### src/hw/rtl/bcdc_pkg.sv
// ----------------------------------------------------------------------------
// BCD clock block package
// Shared types, calendar constants and BCD helper functions.
// ----------------------------------------------------------------------------
package bcdc_pkg;

   // Days from 1900-01-01 to 1970-01-01, plus one so that day 1 maps to offset 0.
   localparam logic signed [17:0] EPOCH_BIAS_DAYS = 18'sd25568;

   // Seconds in one day.
   localparam logic signed [17:0] SEC_PER_DAY = 18'sd86400;

   // Years added to 1900 when the century byte is one.
   localparam logic [7:0] CENTURY_YEARS = 8'd100;

   // Decoded beat passed from the decode stage to the scale stage.
   typedef struct packed {
      logic               bad;
      logic signed [17:0] days;
      logic [16:0]        sod;
   } bcdc_dec_type;

   // True when both nibbles of a byte are decimal digits.
   function automatic logic bcd_ok(input logic [7:0] b);
      return (b[7:4] <= 4'd9) && (b[3:0] <= 4'd9);
   endfunction

   // Binary value of a BCD byte; only meaningful when bcd_ok holds.
   function automatic logic [6:0] bcd_value(input logic [7:0] b);
      logic [7:0] t;
      t = ({4'd0, b[7:4]} << 3) + ({4'd0, b[7:4]} << 1) + {4'd0, b[3:0]};
      return t[6:0];
   endfunction

   // Day of year at which a month starts, in a common year (month 1..12).
   function automatic logic [8:0] month_start_days(input logic [3:0] m);
      logic [8:0] d;
      unique case (m)
         4'd1:    d = 9'd0;
         4'd2:    d = 9'd31;
         4'd3:    d = 9'd59;
         4'd4:    d = 9'd90;
         4'd5:    d = 9'd120;
         4'd6:    d = 9'd151;
         4'd7:    d = 9'd181;
         4'd8:    d = 9'd212;
         4'd9:    d = 9'd243;
         4'd10:   d = 9'd273;
         4'd11:   d = 9'd304;
         4'd12:   d = 9'd334;
         default: d = 9'd0;
      endcase
      return d;
   endfunction

endpackage

### src/hw/rtl/bcd_clock_block_to_epoch.sv
// ----------------------------------------------------------------------------
// BCD clock block to epoch seconds
// Checks an eight-byte BCD clock block and converts it to signed seconds
// since 1970-01-01 00:00:00 UTC.
// ----------------------------------------------------------------------------
// The block takes one clock block in every cycle: busy is always low, so a
// beat is accepted at every rising edge with start high. The result appears
// on the rsp_ ports, marked by rsp_valid, for exactly one cycle, in the order
// the blocks were taken. The result passes three register stages: the input
// register, the decode register after field checks and day counting, and the
// result register after the multiply by seconds per day. The receiver cannot
// stall the block, and none of the stages ever holds a beat back. A bad block
// gives rsp_status high and rsp_epoch_seconds zero.
// ----------------------------------------------------------------------------
module bcd_clock_block_to_epoch (
   input  logic               clock,
   input  logic               reset,
   input  logic               start,
   output logic               busy,
   input  logic [63:0]        req_time_block,
   output logic               rsp_valid,
   output logic               rsp_status,
   output logic signed [32:0] rsp_epoch_seconds
);

   logic                   in_valid_ff;
   logic [63:0]            in_block_ff;
   logic                   dec_valid_ff;
   bcdc_pkg::bcdc_dec_type dec_ff;
   bcdc_pkg::bcdc_dec_type dec_in;
   logic                   rsp_valid_ff;
   logic                   rsp_status_ff;
   logic signed [32:0]     rsp_secs_ff;
   logic                   rsp_status_in;
   logic signed [32:0]     rsp_secs_in;

   // The pipeline never stalls.
   assign busy = 1'b0;

   // Field checks and calendar arithmetic.
   bcdc_decode u_decode (
      .time_block (in_block_ff),
      .dec        (dec_in)
   );

   // Day count to seconds.
   bcdc_scale u_scale (
      .dec           (dec_ff),
      .status        (rsp_status_in),
      .epoch_seconds (rsp_secs_in)
   );

   // Valid bits of the three stages.
   always_ff @(posedge clock) begin
      if (reset) begin
         in_valid_ff  <= 1'b0;
         dec_valid_ff <= 1'b0;
         rsp_valid_ff <= 1'b0;
      end else begin
         in_valid_ff  <= start && !busy;
         dec_valid_ff <= in_valid_ff;
         rsp_valid_ff <= dec_valid_ff;
      end
   end

   // Payload registers.
   always_ff @(posedge clock) begin
      in_block_ff   <= req_time_block;
      dec_ff        <= dec_in;
      rsp_status_ff <= rsp_status_in;
      rsp_secs_ff   <= rsp_secs_in;
   end

   assign rsp_valid         = rsp_valid_ff;
   assign rsp_status        = rsp_status_ff;
   assign rsp_epoch_seconds = rsp_secs_ff;

   // A decoded beat always reaches the result port in the next cycle.
   a_dec_to_rsp: assert property (@(posedge clock) disable iff (reset)
      dec_valid_ff |=> rsp_valid)
      else $error("decoded beat did not reach the result port");

   // A bad block reports zero seconds.
   a_bad_zero: assert property (@(posedge clock) disable iff (reset)
      rsp_valid && rsp_status |-> rsp_epoch_seconds == 33'sd0)
      else $error("bad block with nonzero seconds");

   // A good block stays within 1900-01-01 .. 2099-12-31 23:59:59.
   a_good_range: assert property (@(posedge clock) disable iff (reset)
      rsp_valid && !rsp_status |->
         (rsp_epoch_seconds >= -33'sd2208988800) &&
         (rsp_epoch_seconds <= 33'sd4102444799))
      else $error("epoch seconds out of range");

endmodule

### src/hw/rtl/bcdc_decode.sv
// ----------------------------------------------------------------------------
// BCD clock block decode
// Checks every field of the clock block and reduces the date to a signed day
// count from 1970-01-01 and the time of day to seconds.
// ----------------------------------------------------------------------------
module bcdc_decode (
   input  logic [63:0]           time_block,
   output bcdc_pkg::bcdc_dec_type dec
);

   logic [7:0]  b_sec, b_min, b_hour, b_day, b_wday, b_mon, b_year, b_cent;
   logic [6:0]  v_sec, v_min, v_hour, v_day, v_wday, v_mon, v_year, v_cent;
   logic        digits_ok;
   logic        range_bad;
   logic [7:0]  year_ofs;
   logic [7:0]  year_ofs_m1;
   logic [16:0] year_days;
   logic [5:0]  leaps;
   logic        leap_year;
   logic        leap_adj;
   logic [16:0] pos_days;

   // Split the block into bytes; the hour marker bit is dropped from the hour.
   always_comb begin
      b_sec  = time_block[7:0];
      b_min  = time_block[15:8];
      b_hour = {1'b0, time_block[22:16]};
      b_day  = time_block[31:24];
      b_wday = time_block[39:32];
      b_mon  = time_block[47:40];
      b_year = time_block[55:48];
      b_cent = time_block[63:56];
   end

   // Convert every byte from BCD.
   always_comb begin
      v_sec  = bcdc_pkg::bcd_value(b_sec);
      v_min  = bcdc_pkg::bcd_value(b_min);
      v_hour = bcdc_pkg::bcd_value(b_hour);
      v_day  = bcdc_pkg::bcd_value(b_day);
      v_wday = bcdc_pkg::bcd_value(b_wday);
      v_mon  = bcdc_pkg::bcd_value(b_mon);
      v_year = bcdc_pkg::bcd_value(b_year);
      v_cent = bcdc_pkg::bcd_value(b_cent);
   end

   // Field checks.
   always_comb begin
      digits_ok = bcdc_pkg::bcd_ok(b_sec) && bcdc_pkg::bcd_ok(b_min) &&
                  bcdc_pkg::bcd_ok(b_hour) && bcdc_pkg::bcd_ok(b_day) &&
                  bcdc_pkg::bcd_ok(b_wday) && bcdc_pkg::bcd_ok(b_mon) &&
                  bcdc_pkg::bcd_ok(b_year) && bcdc_pkg::bcd_ok(b_cent);
      range_bad = (v_cent > 7'd1) || (v_mon == 7'd0) || (v_mon > 7'd12) ||
                  (v_day == 7'd0) || (v_day > 7'd31) || (v_wday > 7'd6) ||
                  (v_hour >= 7'd24) || (v_min >= 7'd60) || (v_sec >= 7'd60);
   end

   // Years since 1900 and the days before January 1 of that year.
   // Within 1900..2099 the only century year is 1900 (not leap) and 2000 (leap),
   // so a leap year is simply a nonzero multiple of four.
   always_comb begin
      year_ofs    = {1'b0, v_year} + (v_cent[0] ? bcdc_pkg::CENTURY_YEARS : 8'd0);
      year_ofs_m1 = year_ofs - 8'd1;
      year_days   = ({9'd0, year_ofs} << 8) + ({9'd0, year_ofs} << 6) +
                    ({9'd0, year_ofs} << 5) + ({9'd0, year_ofs} << 3) +
                    ({9'd0, year_ofs} << 2) + {9'd0, year_ofs};
      leaps       = (year_ofs == 8'd0) ? 6'd0 : year_ofs_m1[7:2];
      leap_year   = (year_ofs[1:0] == 2'd0) && (year_ofs != 8'd0);
      leap_adj    = (v_mon > 7'd2) && leap_year;
      pos_days    = year_days + {11'd0, leaps} +
                    {8'd0, bcdc_pkg::month_start_days(v_mon[3:0])} +
                    {16'd0, leap_adj} + {12'd0, v_day[4:0]};
   end

   // Pack the beat for the scale stage.
   always_comb begin
      dec.bad  = (time_block == 64'd0) || !time_block[23] || !digits_ok || range_bad;
      dec.days = $signed({1'b0, pos_days}) - bcdc_pkg::EPOCH_BIAS_DAYS;
      dec.sod  = ({10'd0, v_hour} * 17'd3600) + ({10'd0, v_min} * 17'd60) +
                 {10'd0, v_sec};
   end

endmodule

### src/hw/rtl/bcdc_scale.sv
// ----------------------------------------------------------------------------
// BCD clock block scale
// Turns the signed day count and the second of the day into epoch seconds,
// or zero for a bad block.
// ----------------------------------------------------------------------------
module bcdc_scale (
   input  bcdc_pkg::bcdc_dec_type dec,
   output logic                   status,
   output logic signed [32:0]     epoch_seconds
);

   logic signed [35:0] day_secs;
   logic signed [35:0] total;

   // One 18 by 18 signed multiply, then add the time of day.
   always_comb begin
      day_secs      = 36'(dec.days) * 36'(bcdc_pkg::SEC_PER_DAY);
      total         = day_secs + $signed({19'd0, dec.sod});
      status        = dec.bad;
      epoch_seconds = dec.bad ? 33'sd0 : $signed(total[32:0]);
   end

endmodule
### config.mk
export PLATFORM = sky130hd
export DESIGN_NAME = bcd_clock_block_to_epoch
export DESIGN_NICKNAME = d
export VERILOG_FILES = /design/src/hw/rtl/bcdc_pkg.sv /design/src/hw/rtl/bcd_clock_block_to_epoch.sv /design/src/hw/rtl/bcdc_decode.sv /design/src/hw/rtl/bcdc_scale.sv
export SDC_FILE = /design/constraint.sdc
export NUM_CORES = 1
export LEC_CHECK = 0
export BUFFER_PORTS_ARGS = -buffer_cell sky130_fd_sc_hd__buf_4
export CAP_MARGIN = 10
export CORE_ASPECT_RATIO = 0.5
export CORE_UTILIZATION = 35
export CTS_BUF_LIST = sky130_fd_sc_hd__clkbuf_8
export DETAILED_ROUTE_END_ITERATION = 10
export GPL_TIMING_DRIVEN = 0
export MAX_ROUTING_LAYER = met4
export SLEW_MARGIN = 20
export SYNTH_ARGS = -nofsm -noshare
export SYNTH_HDL_FRONTEND = slang
export SYNTH_SLANG_ARGS = --single-unit
### constraint.sdc
create_clock -name clock -period 12.3 [get_ports clock]
set_input_delay 2.46 -clock clock [delete_from_list [all_inputs] [get_ports clock]]
set_output_delay 2.46 -clock clock [all_outputs]
set_load 0.02 [all_outputs]
-- After elaboration in Yosys (flattened, before gate mapping)
Memories as Yosys holds them, arrays and structs flattened.
Index checks and enable logic that the tools add are counted.
- memories kept: 1
- bits in read-only memories: 144
- input port bits: 67
- word-level logic and storage cells: 106
- flip-flop bits (word level): 137
- output and inout port bits: 36
- $add $sub $neg: 31
- reductions and logical operators: 36
- mux-type cells: 2
- $lt $le $gt $ge: 24
- $mul: 3
- memories (memory ; words ; width ; read ports ; clocked after Yosys merged registers in ; write ports ; RTL line ; source):
    (name not given) ; 16 ; 9 ; 1 ; 0 ; 0 ; bcdc_pkg.sv:38 ; unique case (m)
- operator list (kind ; count):
    logical NOT 64 bit ; 1
    <= comparator 4 bit (second input constant) ; 15
    adder 7 x 4 -> 7 bit ; 8
    adder 7 x 5 -> 7 bit ; 7
    adder 17 x 13 -> 17 bit ; 2
    adder 33 x 18 -> 33 bit ; 1
    multiplier 18 x 11 -> 26 bit (second input constant) ; 1
    subtractor 17 x 15 -> 18 bit (second input constant) ; 1
    adder 16 x 14 -> 17 bit ; 1
    adder 17 x 1 -> 17 bit ; 1
    adder 17 x 10 -> 17 bit ; 1
    adder 17 x 11 -> 17 bit ; 1
    adder 17 x 5 -> 17 bit ; 1
    adder 17 x 6 -> 17 bit ; 1
    adder 17 x 7 -> 17 bit ; 1
    adder 17 x 8 -> 17 bit ; 1
    adder 17 x 9 -> 17 bit ; 1
    logical AND 1 bit ; 17
    greater-or-equal comparator 7 x 6 -> 1 bit (second input constant) ; 2
    logical NOT 7 bit ; 2
    multiplier 7 x 8 -> 13 bit (second input constant) ; 1
    logical OR 1 bit ; 11
    multiplier 7 x 4 -> 11 bit (second input constant) ; 1
    adder 7 x 8 -> 8 bit ; 1
    other kinds (15) ; 16

-- Logic depth before layout (Yosys ltp)
Gate-level depths: netlist of the first run.
- word-level depth: 14
- mapped depth: 29
- gate-level depth less buffers: 29

-- By module
From an unflattened synthesis of the first run, not the netlist that was laid out.
- cell total of the unflattened synthesis: 1404
- area, all modules: 13450.4 sq um
- modules (own cells, without submodules) (module ; sequential area each (sq um) ; instances ; area an instance (sq um) ; cells an instance):
    bcdc_decode ; 0.0 ; 1 ; 6441.2 ; 734
    bcdc_scale ; 0.0 ; 1 ; 4236.6 ; 528
    bcd_clock_block_to_epoch ; 2742.6 ; 1 ; 2772.7 ; 142

-- Worst setup path before layout of the first run
OpenSTA, ideal clock, no wires.
- path type: reg2reg
- start: register in_block_ff[51]
- end: register dec_ff[33] in the netlist's numbering
- buffers on the path: 0
- period minus slack after synthesis: 7050 ps
- arrival: 6977 ps
- library setup time: 72 ps
- data required time: 12228 ps
- stages on the path, launching flop included: 26
- path slack: 5250 ps
- cell sequence: dfxtp_1 > fa_1 > fa_1 > ha_1 > xnor2_1 > ha_1 > inv_1 > o21ai_0 > nand2_1 > nand2_1 > xor2_1 > nand2_1 > ha_1 > fa_1 > inv_1 > fa_1 > fa_1 > ha_1 > a21oi_1 > o21ai_0 > a211oi_1 > o31ai_1 > or4_1 > a31o_2 > a21oi_1 > xnor2_1
- RTL lines (element ; RTL line ; source):
    start: declaration ; bcd_clock_block_to_epoch.sv:27 ; logic [63:0] in_block_ff;
    start signal: assignment ; bcd_clock_block_to_epoch.sv:68 ; in_block_ff <= req_time_block;
    end signal: assignment ; bcd_clock_block_to_epoch.sv:69 ; dec_ff <= dec_in;
    end: declaration ; bcd_clock_block_to_epoch.sv:29 ; bcdc_pkg::bcdc_dec_type dec_ff;

==> impl_metrics.toml, run 1 <==
[detailed_routing]
via_count = 9401
via_per_inst = 4.59
ant_nets = 0
drt-initial-drc-count = 353
drt-total-wl_mm = 27.1
wl_per_cell_um = 13.2
first_pass_iters = 5
drc = 0

[layout]
multi_input_area_um2 = 9650
seq_area_um2 = 2740
fillCellCount = 3819
nNetsFinal = 1983
num_antenna_cells = 0
drive_gt1_frac = 0.102
syn_to_final_growth_pct = 13.3

[yosys]
synth_area_per_cell_um2 = 9.64
yosys-top-cells-count = "278 x ha_1, 273 x inv_1, 137 x dfxtp_1"
yosysTopAreaCell = "ha_1"
synthXorXnorAreaFrac = 0.0668
synth_top_area_share = 0.258
synthSimpleGateAreaFrac = 0.0934
yosysSeqAreaShare = 0.203
synth_top_family_by_area = "adder cells"
synth_cell_type_count = 74
synthTopCellsByArea = "ha_1 26%, dfxtp_1 20%, fa_1 18%"
synth_fa_ha_area_frac = 0.434
ys_seq_elements = 137
synth_cells = 1399
ys_async_sr_fraction = 0
synth_warnings = 0
synth_compound_area_frac = 0.114
ys.flop_type = "dfxtp_1"
synth.area.mux_share = 0.00547
syn_nets = 1863
synth_area_um2 = 13500
synth-edff-count = 0
yosysMostFrequentCell = "ha_1"

[clock_tree]
cts.htree.levels = 4
root_buffer = "clkbuf_8"
cts_buffer_depth = 2
clk-insertion-delay-late_ps = 480
ctsResizeCount = 0
cts_buffers = 17
cts_tree = "built"
ctsHoldBuffers = 0
clkTransAtPathRegs_ps = 80
post_cts_buffers = 0
clock-sinks = 137

[floorplan]
initial_core_util = 0.358
die_w_um = 280
rows = 50
die_area_um2 = 39400
die_y_um = 141
core_area_um2 = 37700
ioPinCount = 103

[grt]
antenna_found_initial = 0
grt_max_degree = 17
grt_usage = 0.150
grt_first_pass_wirelength_mm = 45.5
grt_pass1_vias = 9146
grt_overflow = 0

[placement]
dp_hpwl_mm = 23.5
port_buffers = 101
gp_congestion = 0.866

[run]
cap_violations = 0

[worst_setup_path]
crit_fanout = 7
r2r_cells = 27
setup.worst_path.class = "register to register"
cp.arrival_ps = 8080
critPathLaunchType = "register"
r2r_end = "dec_ff[33]$_DFF_P_"
required_ps = 12700
cp-end-kind = "register"
r2r_setup_slack_ps = 4610
reg2reg_from = "in_block_ff[52]$_DFF_P_"

[worst_hold_path]
hp-start = "in_valid_ff$_SDFF_PP0_"
whs_path_depth = 1
min_to = "dec_valid_ff$_SDFF_PP0_"
hold_path_class = "register to register"

[sta]
setup_viol = 0
post-route-min-period_ps = 7690
worstMarginPinSlew_ps = 898
fin_tns_setup_ps = 0
clock.fmax_mhz = 130
drv_slew = 0
relSlewSlack = 0.386
hold_violations = 0
rsz0062_at_grt = "no"
finalClockSkew_ps = 11.5
finalCritPeriodShare = 0.625

[status]
status = "complete, no violations"
==> how the worst max path moves through the flow <==
| stage | start | endpoint | slack [ps] | cells past startpoint |
|---|---|---|---|---|
| after detailed placement | in_block_ff[52]$_DFF_P_ | dec_ff[33]$_DFF_P_ | 4600 | 27 |
| after global placement | in_block_ff[52]$_DFF_P_ | dec_ff[33]$_DFF_P_ | 4540 | 25 |
| after CTS | in_block_ff[54]$_DFF_P_ | dec_ff[33]$_DFF_P_ | 4550 | 27 |
| after global routing | in_block_ff[54]$_DFF_P_ | dec_ff[33]$_DFF_P_ | 4110 | 27 |
| final | in_block_ff[52]$_DFF_P_ | dec_ff[33]$_DFF_P_ | 4610 | 27 |
| after floorplan | in_block_ff[51]$_DFF_P_ | dec_ff[33]$_DFF_P_ | 5250 | 25 |
==> area by class of cell <==
| cell class | count | share of cell area |
|---|---|---|
| Sequential cell | 137 | 0.179 |
| Buffer | 16 | 0.00524 |
| Multi-Input combinational cell | 973 | 0.631 |
| Clock buffer | 17 | 0.0153 |
| Tap cell | 520 | 0.0426 |
| Clock inverter | 13 | 0.00966 |
| Inverter | 273 | 0.0670 |
| Timing Repair Buffer | 101 | 0.0496 |
==> cell usage in the layout (no fill, tap or decap), types with 5 or more instances in the layout <==
cell	Yosys	routed
o21ai_0	44	44
xnor2_1	76	75
nor3_1	15	15
a211oi_1	5	5
o211ai_1	9	9
clkbuf_1	12	12
clkbuf_8	0	17
xor2_1	25	25
nand4_1	20	20
clkinvlp_4	0	6
nand2b_1	11	11
nor2_1	48	48
fa_1	119	119
nand3_1	23	23
nor2b_1	24	24
nand2_1	33	33
inv_1	273	273
and3_1	13	13
a21oi_1	76	76
dfxtp_1	137	137
ha_1	278	278
nor4_1	19	19
o21bai_1	11	11
and2_1	6	6
a21o_1	32	32
buf_4	1	102
o2111ai_1	6	6
==> through the flow <==
stage | utilization | instance area, um2 | hold WS [ps] | instances | setup slack [ps]
after floorplan | - | 13500 | 332 | 1399 | 5250
after global placement | 0.396 | 14900 | 421 | 2020 | 4540
after detailed placement | 0.396 | 14900 | 427 | 2020 | 4600
after CTS | 0.406 | 15300 | 436 | 2050 | 4550
after global routing | 0.406 | 15300 | 442 | 2050 | 4110
final | 0.406 | 15300 | 434 | 2050 | 4610
==> sequential cells by signal, summed over array words and instances (netlist names) <==
signal	cells
in_valid_ff	1
in_block_ff	64
rsp_epoch_seconds	33
dec_ff	36
rsp_status	1
rsp_valid	1
dec_valid_ff	1
==> worst max-delay path, stage by stage, from the launching register on <==
cell and delay [ps]:
dfxtp_1 400, fa_1 490, fa_1 470, a21o_1 190
a21oi_1 170, xnor2_1 140, ha_1 270, xnor2_1 500
inv_1 330, ha_1 280, nand2_1 50, nand2_1 60
xor2_1 150, nand2_1 70, ha_1 300, fa_1 530
inv_1 50, fa_1 560, fa_1 420, ha_1 340
a21oi_1 210, o21ai_0 140, a211oi_1 320, o31ai_1 160
or4_1 450, a31o_2 250, a21oi_1 170, xnor2_1 140
==> layer usage <==
layer | share of wire | track usage
met5 | 0 | -
met2 | 0.45 | 0.235
met3 | 0.036 | 0.0325
met1 | 0.51 | 0.197
met4 | 0.0091 | 0.0328
==> cells by family (layout without fill, tap and decap cells) <==
| group | count (synthesis) | after routing |
|---|---|---|
| fa+ha+maj | 397 | 397 |
| buf+inv | 289 | 420 |
| simple gates | 234 | 234 |
| compound gates | 233 | 233 |
| flops | 137 | 137 |
| xor+xnor | 102 | 102 |
| mux | 6 | 6 |
| other cells | 1 | 1 |
Power of run 1 is not shown: default switching activity piles up to over one toggle a cycle in this logic, so the estimate is an artifact.
==> run 2, diff against run 1 <==
ABC_AREA = 1   (was default)
clock period = 7.7 ns   (was 12.3 ns; I/O delays follow)
==> impl_metrics.toml, run 2 <==
[status]
status = "complete, no violations"

[layout]
largest_reg_flops = 64
top_register = "in_block_ff"
nNetsFinal = 2286
final_common_cell = "inv_1"
final_cell_mix = "398 x inv_1, 278 x ha_1, 261 x nand2_1"
fin_util = 0.406
drive_gt1_frac = 0.109
syn_to_final_growth_pct = 13.3
reg_top3 = "in_block_ff: 64 flops, dec_ff: 36 flops, rsp_epoch_seconds: 33 flops"
fillCellCount = 3997

[yosys]
ys_async_sr_fraction = 0
synth-edff-count = 0
syn_nets = 2163
ys_seq_elements = 137
yosys-top-cells-count = "396 x inv_1, 278 x ha_1, 261 x nand2_1"
yosysTopAreaCell = "ha_1"
yosysMostFrequentCell = "inv_1"
synth_area_per_cell_um2 = 8.27
synth_cell_type_count = 49
synth_warnings = 0
yosysSeqAreaShare = 0.195
synthTopCellsByArea = "ha_1 25%, dfxtp_1 20%, fa_1 17%"
synth_area_um2 = 14100
synth_top_area_share = 0.247
synth_cells = 1699
ys.flop_type = "dfxtp_1"

[worst_setup_path]
cp.arrival_ps = 7400
crit_top_cell = "ha_1"
cpMaxStageDelayCell = "xnor2_2"
cp_slowest_stage_delay_ps = 610
cp-end-kind = "register"
critPathLaunchType = "register"
crit_fanout = 10
setup.worst_path.class = "register to register"
required_ps = 8070

[clock_tree]
cts.htree.levels = 4
clkTransAtPathRegs_ps = 80
ctsHoldBuffers = 0
root_buffer = "clkbuf_8"
clk-insertion-delay-late_ps = 480
cts_buffer_depth = 2
cts_tree = "built"
cts_buffers = 17
clock-sinks = 137

[detailed_routing]
drt-total-wl_mm = 28.8
ant_nets = 0
wl_per_cell_um = 12.2
via_per_inst = 4.41
first_pass_iters = 5
drt-initial-drc-count = 401
drc = 0
via_count = 10400

[floorplan]
die_w_um = 285
ioPinCount = 103
die_area_um2 = 41000
initial_core_util = 0.358
core_area_um2 = 39200
rows = 51
die_y_um = 144

[grt]
antenna_found_initial = 1
grt_first_pass_wirelength_mm = 48.0
grt_max_degree = 17
grt_pass1_vias = 9926
grt_overflow = 0
grt_usage = 0.151

[sta]
worstMarginPinSlew_ps = 732
relSlewSlack = 0.510
hold_violations = 0
drv_slew = 0
post-route-min-period_ps = 7030
rsz0062_at_grt = "no"
finalWorstSetupSlack_ps = 673
finalClockSkew_ps = 20.6
finalCritPeriodShare = 0.913
setup_viol = 0
clock.fmax_mhz = 142

[placement]
dp_slack_ps = -184
dp_hpwl_mm = 25.3
gp_congestion = 0.876
port_buffers = 101

[run]
cap_violations = 0

[worst_hold_path]
hold_path_class = "register to register"
==> run 2: cell types whose count changed in the layout (fill, tap and decap cells not counted), moves of 13 or more <==
cell / change
a21o_1: -30
and3_1: -13
inv_1: +125
nand2_1: +228
nand2_2: +22
nand3_1: +34
nor2_1: +43
nor2b_1: -24
xnor2_1: -53
xor2_1: +21
==> run 2: worst max-delay path: cells and delay by family (launching register included) <==
kind	cells	cell delay, ps
xor+xnor	1	610
simple gates	6	710
buf+inv	4	220
compound gates	5	1060
flops	1	470
fa+ha+maj	11	3840
==> run 2: final cells by class <==
class                      count  area [um2]  area share
timing repair buffer         104         781      0.0490
antenna                        1        2.50    0.000157
clock buffer                  18         248      0.0156
multi-input combinational   1157        9810       0.616
clock inverter                14         148     0.00927
tap                          530         663      0.0416
inverter                     399        1500      0.0940
sequential                   137        2740       0.172
buffer                         6        33.8     0.00212
==> run 2: metrics by stage <==
stage	hold slack [ps]	area, um2	setup TNS (ps)	std cells
global route	431	15900	0	2366
finish	408	15900	0	2366
detailed placement	396	15500	-262	2330
global placement	391	15500	-195	2330
floorplan	332	14100	0	1699
CTS	411	15900	0	2362
==> run 2: path summary, 6_finish.rpt <==
| path | start | end | slack [ps] | cells after the start |
|---|---|---|---|---|
| worst min-delay path | dec_valid_ff$_SDFF_PP0_ | rsp_valid$_SDFF_PP0_ | 410 | 2 |
| worst min register to register | dec_valid_ff$_SDFF_PP0_ | rsp_valid$_SDFF_PP0_ | 410 | 2 |
| worst max register to register | in_block_ff[53]$_DFF_P_ | dec_ff[32]$_DFF_P_ | 670 | 27 |
| worst max-delay path | in_block_ff[53]$_DFF_P_ | dec_ff[32]$_DFF_P_ | 670 | 27 |
==> run 2: cell families (layout without fill, tap and decap cells) <==
logic type | Yosys count | count (layout) | synth area share
AOI/OAI and AO/OA | 164 | 164 | 0.0643
xor gates and xnor gates | 70 | 70 | 0.0436
adders and majority gates | 397 | 397 | 0.417
buffers and inverters | 405 | 541 | 0.109
DFF | 137 | 137 | 0.195
muxes | 1 | 1 | 0.000712
other | 1 | 2 | 0.000267
and+or+nand+nor | 524 | 524 | 0.170
==> run 2: per-layer routing <==
layer	track usage	share of wire
met5	-	0
met4	0.0318	0.0080
met3	0.0257	0.028
met2	0.237	0.45
met1	0.203	0.52
==> run 2: repair_timing <==
item / in CTS / in global routing
buffers inserted: 0 / 3
resized for setup: 1 / 3
endpoints found under the setup margin: 2 / 2
pin swaps: 0 / 1
Power of run 2 is left out for the same reason.
==> run 3, diff against run 2 <==
SYNTH_HIERARCHICAL = 1   (was default)
==> impl_metrics.toml, run 3 <==
[placement]
dp_hpwl_mm = 27.1
gp_congestion = 0.879
port_buffers = 101

[floorplan]
rows = 52
die_area_um2 = 42600
core_area_um2 = 40800
die_w_um = 291
die_y_um = 146
initial_core_util = 0.358
ioPinCount = 103

[layout]
syn_to_final_growth_pct = 12.6
fillCellCount = 4215
top_register = "in_block_ff"
largest_reg_flops = 64
num_antenna_cells = 0
final_common_cell = "inv_1"
nNetsFinal = 2439
reg_top3 = "in_block_ff: 64 flops, dec_ff: 36 flops, rsp_epoch_seconds: 33 flops"
final_cell_mix = "391 x inv_1, 354 x nand2_1, 279 x ha_1"
drive_gt1_frac = 0.105

[worst_hold_path]
hold_path_class = "register to register"

[sta]
whs_ps = 400
worstMarginPinSlew_ps = 631
relSlewSlack = 0.576
finalCritPeriodShare = 0.841
fin_tns_setup_ps = 0
post-route-min-period_ps = 6480
drv_slew = 0
clock.fmax_mhz = 154
hold_violations = 0
rsz0062_at_grt = "no"
finalClockSkew_ps = 20.8
setup_viol = 0

[yosys]
synth_area_um2 = 14600
synth_fa_ha_area_frac = 0.401
ys.flop_type = "dfxtp_1"
synth_top_family_by_area = "adder cells"
synth-edff-count = 0
synth.area.mux_share = 0
syn_nets = 2319
synthXorXnorAreaFrac = 0.0421
synth_compound_area_frac = 0.0618
synth_area_per_cell_um2 = 7.87
synth_cell_type_count = 43
yosys-top-cells-count = "391 x inv_1, 354 x nand2_1, 279 x ha_1"
yosysTopAreaCell = "ha_1"
yosysSeqAreaShare = 0.188
synth_warnings = 6
ys_async_sr_fraction = 0
synth_cells = 1855
synthTopCellsByArea = "ha_1 24%, dfxtp_1 19%, fa_1 16%"
ys_seq_elements = 137
synthSimpleGateAreaFrac = 0.200
synth_top_area_share = 0.239
yosysMostFrequentCell = "inv_1"

[worst_setup_path]
setup.worst_path.class = "register to register"
path_cells = "fa_1 > fa_1 > nand2_2 > nand2_1 > a21oi_1 > xor2_1 > ha_1 > a21oi_1 > nand2_1 > inv_1 > nand2_1 > nand2_1 > nand2_1 > fa_1 > fa_1 > inv_1 > fa_1 > fa_1 > ha_1 > a21oi_1 > nand2_1 > a21oi_1 > o21ai_0 > xor2_1"
cpMaxStageDelayCell = "fa_1"
critPathTopFamily = "adder cells"
cp.arrival_ps = 6840
cp-end-kind = "register"
required_ps = 8060
worst-path-buf-inv = 2
crit_fanout = 7
critPathLaunchType = "register"
cp_slowest_stage_delay_ps = 550

[detailed_routing]
ant_nets = 0
drt-initial-drc-count = 408
drt-total-wl_mm = 30.9
wl_per_cell_um = 12.2
drc = 0
via_per_inst = 4.43
first_pass_iters = 5
via_count = 11200

[clock_tree]
clock-sinks = 137
ctsHoldBuffers = 0
root_buffer = "clkbuf_8"
cts_buffers = 17
ctsResizeCount = 0
post_cts_buffers = 0
cts.htree.levels = 4
clkTransAtPathRegs_ps = 90
clk-insertion-delay-late_ps = 490
cts_buffer_depth = 2
cts_tree = "built"

[status]
status = "complete, no violations"

[grt]
grt_first_pass_wirelength_mm = 52.4
grt_usage = 0.156
grt_pass1_vias = 11000
grt_overflow = 0
antenna_found_initial = 0
grt_max_degree = 17

[run]
cap_violations = 0
==> run 3: final timing paths <==
check / depth (start not counted) / endpoint / start / slack [ps]
max: 24 / dec_ff[31]$_DFF_P_ / in_block_ff[51]$_DFF_P_ / 1220
min: 2 / rsp_epoch_seconds[6]$_DFF_P_ / dec_ff[6]$_DFF_P_ / 400
max reg2reg: 24 / dec_ff[31]$_DFF_P_ / in_block_ff[51]$_DFF_P_ / 1220
min reg2reg: 2 / rsp_epoch_seconds[6]$_DFF_P_ / dec_ff[6]$_DFF_P_ / 400
==> run 3: metal layers <==
metal	GRT usage	up-vias	wire (um)
met5	-	-	0
met4	0.0389	0	394
met3	0.0210	20	638
met2	0.252	110	14000
met1	0.206	5050	15800
li1	-	6014	-
==> run 3: area by class of cell <==
class	count	area (um2)	area share
Buffer	9	50.0	0.00304
Clock buffer	17	234	0.0142
Clock inverter	15	169	0.0103
Inverter	404	1520	0.0923
Multi-Input combinational cell	1305	10300	0.626
Sequential cell	137	2740	0.167
Tap cell	540	676	0.0411
Timing Repair Buffer	101	758	0.0461
==> run 3: tightest hold or removal path, stage by stage, from the launching register on <==
cell and delay (ps):
dfxtp_1 300, inv_1 40, nor2_1 30
==> run 3: cells by family (layout without fill, tap and decap cells) <==
| logic type | after synthesis | in the layout |
|---|---|---|
| compound gates | 168 | 168 |
| xor+xnor | 66 | 66 |
| fa+ha+maj | 397 | 397 |
| buf+inv | 413 | 546 |
| flops | 137 | 137 |
| other cells | 1 | 1 |
| simple gates | 673 | 673 |
==> run 3: metrics by stage <==
step / std cells / instance area (um2) / util / worst slack, ps
floorplan: 1855 / 14600 / - / 1800
global placement: 2496 / 16000 / 0.393 / 1240
detailed placement: 2496 / 16000 / 0.393 / 1210
CTS: 2528 / 16400 / 0.403 / 1180
global route: 2528 / 16400 / 0.403 / 730
finish: 2528 / 16400 / 0.403 / 1220
Power of run 3 is left out for the same reason.
